**src/rthsl_pkg.sv**
```systemverilog
package rthsl_pkg;

    localparam int IN_W  = 8;
    localparam int OUT_W = 16;

    // Numerator and denominator width of one divider lane (hue reaches 6 * 255).
    localparam int NUM_W = 11;
    localparam int DEN_W = 11;

    localparam int NUM_LANES = 2;
    localparam int LANE_HUE  = 0;
    localparam int LANE_SAT  = 1;

    localparam logic [9:0] LIGHT_DEN = 10'd510;
    localparam logic [8:0] HALF_SUM  = 9'd255;

    // Multiplying by LIT_RECIP and shifting right by LIT_RECIP_SHIFT divides any value
    // below 2^17 by 255 exactly.
    localparam logic [17:0] LIT_RECIP       = 18'd131587;
    localparam int          LIT_RECIP_SHIFT = 25;

    typedef struct packed {
        logic [IN_W-1:0] red;
        logic [IN_W-1:0] green;
        logic [IN_W-1:0] blue;
    } pixel_t;

    typedef struct packed {
        logic [OUT_W-1:0] hue;
        logic [OUT_W-1:0] saturation;
        logic [OUT_W-1:0] lightness;
    } hsl_t;

endpackage

```
**src/rgb_to_hsl_converter.sv**
```systemverilog
// RGB to HSL converter for an 8-bit pixel stream.
// Each pixel item enters on the pixel channel (pixel_valid, pixel_stall, pixel) and one
// item carrying hue, saturation and lightness leaves on the hsl channel (hsl_valid,
// hsl_stall, hsl). All three results are unsigned fractions in which 2^OUT_FRAC_BITS - 1
// means one, rounded to nearest with ties upward.
// The stages are an input register, a min/max stage, a stage that forms numerators and
// denominators, a stage that scales the numerators, and one restoring division stage per
// result bit, with hue and saturation lanes side by side. Lightness divides by a constant,
// so it is formed by a reciprocal multiplication in the scaling stage and the first
// division stage and then carried alongside the lanes.
// Throughput is one item per cycle unless the receiver stalls; one quotient bit per stage.
// A stalled receiver freezes only the last occupied stages; empty stages further up still
// fill, so the pixel channel is stalled only when every stage holds an item and the
// receiver stalls. Results leave straight from the last stage register.
// Reset empties the pipeline; no item is lost or repeated across a stall.
module rgb_to_hsl_converter
    import rthsl_pkg::*;
#(
    parameter int OUT_FRAC_BITS = 16
)
(
    input  logic   clk,
    input  logic   rst_n,
    input  logic   pixel_valid,
    output logic   pixel_stall,
    input  pixel_t pixel,
    output logic   hsl_valid,
    input  logic   hsl_stall,
    output hsl_t   hsl
);

    localparam int F  = OUT_FRAC_BITS;
    localparam int NW = F + 12;
    localparam int DW = DEN_W + 1;
    localparam int NS = F + 4;
    localparam int ST_A = 0;
    localparam int ST_B = 1;
    localparam int ST_C = 2;
    localparam int ST_D = 3;
    localparam int LBW    = F + IN_W + 1;
    localparam int LIT_A  = (1 << F) / int'(LIGHT_DEN);
    localparam int LIT_B1 = (1 << F) % int'(LIGHT_DEN) - 1;

    logic [NS-1:0] valid_reg;
    logic [NS-1:0] valid_next;
    logic [NS-1:0] adv;

    pixel_t a_pix_reg;

    logic [IN_W-1:0] b_red_reg;
    logic [IN_W-1:0] b_green_reg;
    logic [IN_W-1:0] b_blue_reg;
    logic [IN_W-1:0] b_max_reg;
    logic [IN_W-1:0] b_min_reg;
    logic            b_rmax_reg;
    logic            b_gmax_reg;
    logic [IN_W-1:0] b_max_next;
    logic [IN_W-1:0] b_min_next;
    logic            b_rmax_next;
    logic            b_gmax_next;

    logic [NUM_W-1:0] c_num_reg [NUM_LANES];
    logic [DEN_W-1:0] c_den_reg [NUM_LANES];
    logic [NUM_W-1:0] c_num_next [NUM_LANES];
    logic [DEN_W-1:0] c_den_next [NUM_LANES];
    logic [8:0]       c_sum_reg;

    logic [NW-1:0] rem_reg  [F+1][NUM_LANES];
    logic [DW-1:0] dvs_reg  [F+1][NUM_LANES];
    logic [F-1:0]  q_reg    [F+1][NUM_LANES];
    logic [NW-1:0] rem_next [F+1][NUM_LANES];
    logic [DW-1:0] dvs_next [F+1][NUM_LANES];
    logic [F-1:0]  q_next   [F+1][NUM_LANES];

    logic [LBW-1:0] lit_base_full;
    logic [18:0]    lit_z;
    logic [34:0]    lit_prod;
    logic [F-1:0]   d_lit_base_reg;
    logic [16:0]    d_lit_y_reg;
    logic [F-1:0]   d_lit_base_next;
    logic [16:0]    d_lit_y_next;
    logic [F-1:0]   lit_reg [F];
    logic [F-1:0]   lit_next;

    logic [IN_W-1:0] diff;
    logic [8:0]      sum;
    logic [12:0]     six_diff;
    logic [12:0]     hue_raw;
    logic [12:0]     hue_wrap;
    logic            grey;

    always_comb
    begin
        adv[NS-1] = !valid_reg[NS-1] || !hsl_stall;
        for (int i = NS - 2; i >= 0; i--)
        begin
            adv[i] = !valid_reg[i] || adv[i+1];
        end
        valid_next[0] = adv[0] ? pixel_valid : valid_reg[0];
        for (int i = 1; i < NS; i++)
        begin
            valid_next[i] = adv[i] ? valid_reg[i-1] : valid_reg[i];
        end
    end

    assign pixel_stall = !adv[0];

    always_comb
    begin
        b_rmax_next = (a_pix_reg.red >= a_pix_reg.green) && (a_pix_reg.red >= a_pix_reg.blue);
        b_gmax_next = !b_rmax_next && (a_pix_reg.green >= a_pix_reg.blue);
        priority if (b_rmax_next)
        begin
            b_max_next = a_pix_reg.red;
        end
        else if (b_gmax_next)
        begin
            b_max_next = a_pix_reg.green;
        end
        else
        begin
            b_max_next = a_pix_reg.blue;
        end
        b_min_next = a_pix_reg.red;
        if (a_pix_reg.green < b_min_next)
        begin
            b_min_next = a_pix_reg.green;
        end
        if (a_pix_reg.blue < b_min_next)
        begin
            b_min_next = a_pix_reg.blue;
        end
    end

    always_comb
    begin
        diff     = b_max_reg - b_min_reg;
        sum      = 9'(b_max_reg) + 9'(b_min_reg);
        grey     = (diff == '0);
        six_diff = (13'(diff) << 2) + (13'(diff) << 1);
        priority if (b_rmax_reg)
        begin
            hue_raw = 13'(b_green_reg) - 13'(b_blue_reg);
        end
        else if (b_gmax_reg)
        begin
            hue_raw = (13'(diff) << 1) + 13'(b_blue_reg) - 13'(b_red_reg);
        end
        else
        begin
            hue_raw = (13'(diff) << 2) + 13'(b_red_reg) - 13'(b_green_reg);
        end
        hue_wrap = hue_raw[12] ? hue_raw + six_diff : hue_raw;

        // A grey pixel divides zero by one, which yields zero hue and saturation.
        c_num_next[LANE_HUE] = grey ? '0 : NUM_W'(hue_wrap);
        c_den_next[LANE_HUE] = grey ? DEN_W'(1) : DEN_W'(six_diff);
        c_num_next[LANE_SAT] = grey ? '0 : NUM_W'(diff);
        if (grey)
        begin
            c_den_next[LANE_SAT] = DEN_W'(1);
        end
        else if (sum < HALF_SUM)
        begin
            c_den_next[LANE_SAT] = DEN_W'(sum);
        end
        else
        begin
            c_den_next[LANE_SAT] = DEN_W'(LIGHT_DEN - 10'(sum));
        end
    end

    // Lightness is sum * (2^F - 1) / 510 rounded. Splitting 2^F into a multiple of 510 and
    // a remainder leaves only a small division by 1020, done as a shift and a reciprocal.
    always_comb
    begin
        lit_base_full   = LBW'(c_sum_reg) * LBW'(LIT_A);
        d_lit_base_next = lit_base_full[F-1:0];
        lit_z           = ((19'(c_sum_reg) * 19'(LIT_B1)) << 1) + 19'(LIGHT_DEN);
        d_lit_y_next    = lit_z[18:2];
        lit_prod        = 35'(d_lit_y_reg) * 35'(LIT_RECIP);
        lit_next        = d_lit_base_reg + F'(lit_prod >> LIT_RECIP_SHIFT);
    end

    // Stage zero forms 2 * num * (2^F - 1) + den over 2 * den; each later stage decides
    // one quotient bit, most significant first.
    always_comb
    begin
        for (int l = 0; l < NUM_LANES; l++)
        begin
            rem_next[0][l] = (((NW'(c_num_reg[l]) << F) - NW'(c_num_reg[l])) << 1)
                             + NW'(c_den_reg[l]);
            dvs_next[0][l] = {c_den_reg[l], 1'b0};
            q_next[0][l]   = '0;
        end
        for (int j = 1; j <= F; j++)
        begin
            for (int l = 0; l < NUM_LANES; l++)
            begin
                if (rem_reg[j-1][l] >= (NW'(dvs_reg[j-1][l]) << (F - j)))
                begin
                    rem_next[j][l] = rem_reg[j-1][l] - (NW'(dvs_reg[j-1][l]) << (F - j));
                    q_next[j][l]   = {q_reg[j-1][l][F-2:0], 1'b1};
                end
                else
                begin
                    rem_next[j][l] = rem_reg[j-1][l];
                    q_next[j][l]   = {q_reg[j-1][l][F-2:0], 1'b0};
                end
                dvs_next[j][l] = dvs_reg[j-1][l];
            end
        end
    end

    always_ff @(posedge clk or negedge rst_n)
    begin
        if (!rst_n)
        begin
            valid_reg <= '0;
        end
        else
        begin
            valid_reg <= valid_next;
        end
    end

    always_ff @(posedge clk)
    begin
        if (adv[ST_A])
        begin
            a_pix_reg <= pixel;
        end
        if (adv[ST_B])
        begin
            b_red_reg   <= a_pix_reg.red;
            b_green_reg <= a_pix_reg.green;
            b_blue_reg  <= a_pix_reg.blue;
            b_max_reg   <= b_max_next;
            b_min_reg   <= b_min_next;
            b_rmax_reg  <= b_rmax_next;
            b_gmax_reg  <= b_gmax_next;
        end
        if (adv[ST_C])
        begin
            for (int l = 0; l < NUM_LANES; l++)
            begin
                c_num_reg[l] <= c_num_next[l];
                c_den_reg[l] <= c_den_next[l];
            end
            c_sum_reg <= sum;
        end
        for (int j = 0; j <= F; j++)
        begin
            if (adv[ST_D + j])
            begin
                for (int l = 0; l < NUM_LANES; l++)
                begin
                    rem_reg[j][l] <= rem_next[j][l];
                    dvs_reg[j][l] <= dvs_next[j][l];
                    q_reg[j][l]   <= q_next[j][l];
                end
            end
        end
        if (adv[ST_D])
        begin
            d_lit_base_reg <= d_lit_base_next;
            d_lit_y_reg    <= d_lit_y_next;
        end
        if (adv[ST_D + 1])
        begin
            lit_reg[0] <= lit_next;
        end
        for (int k = 1; k < F; k++)
        begin
            if (adv[ST_D + 1 + k])
            begin
                lit_reg[k] <= lit_reg[k-1];
            end
        end
    end

    assign hsl_valid      = valid_reg[NS-1];
    assign hsl.hue        = OUT_W'(q_reg[F][LANE_HUE]);
    assign hsl.saturation = OUT_W'(q_reg[F][LANE_SAT]);
    assign hsl.lightness  = OUT_W'(lit_reg[F-1]);

`ifndef SYNTH
    a_stall_only_when_full: assert property (@(posedge clk) disable iff (!rst_n)
        pixel_stall |-> (hsl_valid && hsl_stall && (&valid_reg)))
        else $error("pixel channel stalled while the pipeline has room");

    a_den_nonzero: assert property (@(posedge clk) disable iff (!rst_n)
        valid_reg[ST_C] |-> (c_den_reg[LANE_HUE] != '0) && (c_den_reg[LANE_SAT] != '0))
        else $error("divider lane received a zero denominator");

    a_hue_in_turn: assert property (@(posedge clk) disable iff (!rst_n)
        valid_reg[ST_C] |-> (NUM_W'(c_num_reg[LANE_HUE]) < NUM_W'(c_den_reg[LANE_HUE]))
                            || (c_num_reg[LANE_HUE] == '0))
        else $error("hue numerator outside one turn");

    a_remainder_small: assert property (@(posedge clk) disable iff (!rst_n)
        valid_reg[NS-1] |-> (rem_reg[F][LANE_HUE] < NW'(dvs_reg[F][LANE_HUE]))
                            && (rem_reg[F][LANE_SAT] < NW'(dvs_reg[F][LANE_SAT])))
        else $error("division left a remainder not below the divisor");
`endif

endmodule
```
**config.mk**
```make
export PLATFORM = sky130hd
export DESIGN_NAME = rgb_to_hsl_converter
export DESIGN_NICKNAME = d
export VERILOG_FILES = /design/src/rthsl_pkg.sv /design/src/rgb_to_hsl_converter.sv
export SDC_FILE = /design/constraint.sdc
export NUM_CORES = 2
export LEC_CHECK = 0
export CORE_MARGIN = 2
export CORE_UTILIZATION = 40
export CTS_CLUSTER_DIAMETER = 80
export CTS_CLUSTER_SIZE = 12
export DETAILED_ROUTE_END_ITERATION = 10
export DONT_BUFFER_PORTS = 1
export SLEW_MARGIN = 10
export SYNTH_ARGS = -nofsm -noshare
export SYNTH_HDL_FRONTEND = slang
export SYNTH_SLANG_ARGS = --single-unit
```
**constraint.sdc**
```tcl
create_clock -name clk -period 17.03 [get_ports clk]
set_input_delay 3.406 -clock clk [delete_from_list [all_inputs] [get_ports clk]]
set_output_delay 3.406 -clock clk [all_outputs]
set_load 0.1 [all_outputs]
```
==> results.sh <==
export IMPL_status="finished clean"
export IMPL_worstPathArrival_ps=8140
export IMPL_timing_fmax_ghz=0.0866
export IMPL_hold_viol_final=0
export IMPL_wirelength_mm=164
export IMPL_setup_viol=0
export IMPL_ff2ff_path_depth=20
export IMPL_drt_iter0_markers=2514
export IMPL_ys_seq_area_share_pct=61.3
export IMPL_min_to="q_reg[6][20]$_DFFE_PP_"
export IMPL_dp_hpwl_mm=125
export IMPL_syn_area_per_cell_um2=12.9
export IMPL_largest_reg_flops=896
export IMPL_via_count=52500
export IMPL_die_area_um2=235000
export IMPL_slew_headroom_pct=16.4
export IMPL_cts_tree="done"
export IMPL_vias_per_cell=5.08
export IMPL_io_pins=78
export IMPL_whs_path_depth=0
export IMPL_synth_ff_type="edfxtp_1"
export IMPL_drt_pass1_iterations=5
export IMPL_r2r_slack_ps=11200
export IMPL_min_path_type="reg -> reg"
export IMPL_h_tree_depth=4
export IMPL_synth_edf_count=1868
export IMPL_clkLatencyLatePin_ps=830
export IMPL_max_clock_path_buffers=3
export IMPL_port_buffers=0
export IMPL_ys_types=86
export IMPL_grt_pass1_wl_mm=270
export IMPL_root_buffer="clkbuf_16"
export IMPL_syn_num_nets=7882
export IMPL_clkTransAtPathRegs_ps=60
export IMPL_numCtsBuffers=178
export IMPL_critPathKind="in -> out"
export IMPL_grt_max_degree=96
export IMPL_cts_hold_fix_buffers=0
export IMPL_gp_congestion=0.919
export IMPL_timing_rr_end="c_num_reg[0][10]$_SDFFCE_PP0P_"
export IMPL_grt_overflow=0
export IMPL_rows=176
export IMPL_worstPathMaxFanout=56
export IMPL_yosys_warnings=0
export IMPL_antenna_left=0
export IMPL_die_w_um=484
export IMPL_cts_sinks=1888
export IMPL_synth_async_sr_flop_share_pct=1.06
export IMPL_die_h_um=484
export IMPL_cts_resized_gates=0
export IMPL_area_delta_synth_final_pct=9.51
export IMPL_period_needed_ps=11550
export IMPL_rsz0062_at_grt="false"
export IMPL_netlist_area_um2=92300
export IMPL_grt_usage_pct=13.9
export IMPL_finalSetupTns_ps=0
export IMPL_layout_drive_gt1_share_pct=4.89
export IMPL_synthCells=7147
export IMPL_whs_ps=357
export IMPL_synth_seq_cells=1888
export IMPL_wl_per_cell_um=15.9
export IMPL_first_global_vias=53900
export IMPL_antenna_found_initial=1
export IMPL_drc=0
export IMPL_min_period_over_period_pct=67.8
export IMPL_maxCapViolations=0
export IMPL_finalMaxSlewViolations=0
export IMPL_crit_required_ps=13620
export IMPL_regToRegStartpoint="b_max_reg[1]$_DFFE_PP_"
export IMPL_setup_worst_path_start_class="primary input"
export IMPL_core_um2=230000
export IMPL_end_kind="primary output"
export IMPL_fin_skew_ps=63.9
export IMPL_start_util_pct=40.2
export IMPL_min_from="q_reg[5][19]$_DFFE_PP_"
export IMPL_post_cts_buffers=0
export IMPL_final_nets=7993
export IMPL_worst_pin_slew_ps=1230
==> kinds of logic (layout without fill, tap and decap cells) <==
kind of cell | after synthesis | in the layout | share of synthesized area (%)
simple gates | 1872 | 1872 | 10.3
flops | 1888 | 1888 | 61.3
compound gates | 1242 | 1242 | 8.38
other cells | 1 | 2 | 0.00406
mux | 100 | 100 | 1.14
buf+inv | 792 | 947 | 3.30
fa+ha+maj | 707 | 707 | 10.4
xor+xnor | 545 | 545 | 5.18
==> through the flow <==
stage / area (µm²) / setup slack (ps) / std cells / util, %
floorplan: 92300 / 1700 / 7147 / -
global route: 101000 / 5030 / 10300 / 44.0
CTS: 101000 / 5340 / 10300 / 44.0
finish: 101000 / 5480 / 10300 / 44.0
detailed placement: 96100 / 5360 / 10100 / 41.8
global placement: 96100 / 5430 / 10100 / 41.8
==> critical path, cell delays in order <==
cell and delay (ps):
and3_1 320, inv_4 310, nor2_1 460, nand2_4 70
buf_4 350, nor4_1 700, buf_4 270, nand3_2 70
buf_4 310, nor2_1 300, nand2_1 630, inv_1 900
==> layout make-up <==
| class | count | area, µm² |
|---|---|---|
| Antenna cell | 1 | 2.50 |
| Clock buffer | 199 | 4530 |
| Clock inverter | 25 | 502 |
| Fill cell | 20500 | 129000 |
| Inverter | 688 | 2600 |
| Multi-Input combinational cell | 4467 | 32900 |
| Sequential cell | 1888 | 56600 |
| Tap cell | 3026 | 3790 |
| Timing Repair Buffer | 35 | 263 |
==> worst max-delay path by stage <==
stage / slack [ps] / cells after the start / startpoint / end
5_1_grt: 5030 / 12 / hsl_stall / pixel_stall
2_1_floorplan: 1700 / 9 / hsl_stall / pixel_stall
4_1_cts: 5340 / 12 / hsl_stall / pixel_stall
3_3_place_gp: 5430 / 12 / hsl_stall / pixel_stall
6_report: 5480 / 12 / hsl_stall / pixel_stall
3_5_place_dp: 5360 / 12 / hsl_stall / pixel_stall
==> placed cells by master, fill, tap and decap left out, drive strengths merged, types with 37 or more instances in the layout <==
| cell | count |
|---|---|
| edfxtp | 1868 |
| mux2i | 58 |
| fa | 100 |
| nand4b | 40 |
| inv | 687 |
| or3 | 81 |
| mux2 | 42 |
| a21oi | 330 |
| a21boi | 51 |
| o21ai | 368 |
| nand2b | 94 |
| o21a | 74 |
| ha | 607 |
| nor4 | 124 |
| o31ai | 57 |
| nand3 | 112 |
| nand2 | 413 |
| nor2b | 92 |
| nor2 | 457 |
| nand4 | 74 |
| a211oi | 47 |
| xnor2 | 297 |
| nor3 | 181 |
| a21o | 93 |
| clkbuf | 199 |
| a31oi | 37 |
| xor2 | 247 |
==> layer usage <==
metal | GRT usage [%] | vias up | part of all wire (%)
li1 | - | 26400 | -
met1 | 15.7 | 24900 | 41
met2 | 26.0 | 792 | 52
met3 | 2.18 | 338 | 3.0
met4 | 5.64 | 0 | 3.7
met5 | 0 | - | 0
==> Yosys cell counts, types with 78 or more instances <==
| master | number | area share [%] |
|---|---|---|
| a21o_1 | 93 | 0.76 |
| a21oi_1 | 330 | 1.8 |
| clkbuf_1 | 78 | 0.32 |
| edfxtp_1 | 1868 | 61 |
| fa_1 | 100 | 2.2 |
| ha_1 | 607 | 8.2 |
| inv_1 | 684 | 2.8 |
| nand2_1 | 413 | 1.7 |
| nand2b_1 | 94 | 0.64 |
| nand3_1 | 112 | 0.61 |
| nor2_1 | 457 | 1.9 |
| nor2b_1 | 92 | 0.62 |
| nor3_1 | 180 | 0.98 |
| nor4_1 | 124 | 0.84 |
| o21ai_0 | 357 | 1.9 |
| or3_1 | 79 | 0.54 |
| xnor2_1 | 297 | 2.8 |
| xor2_1 | 247 | 2.3 |
Power is left out: the tool's default activity adds up to more than one toggle a clock period on the data nets, which glitch-free logic cannot reach.
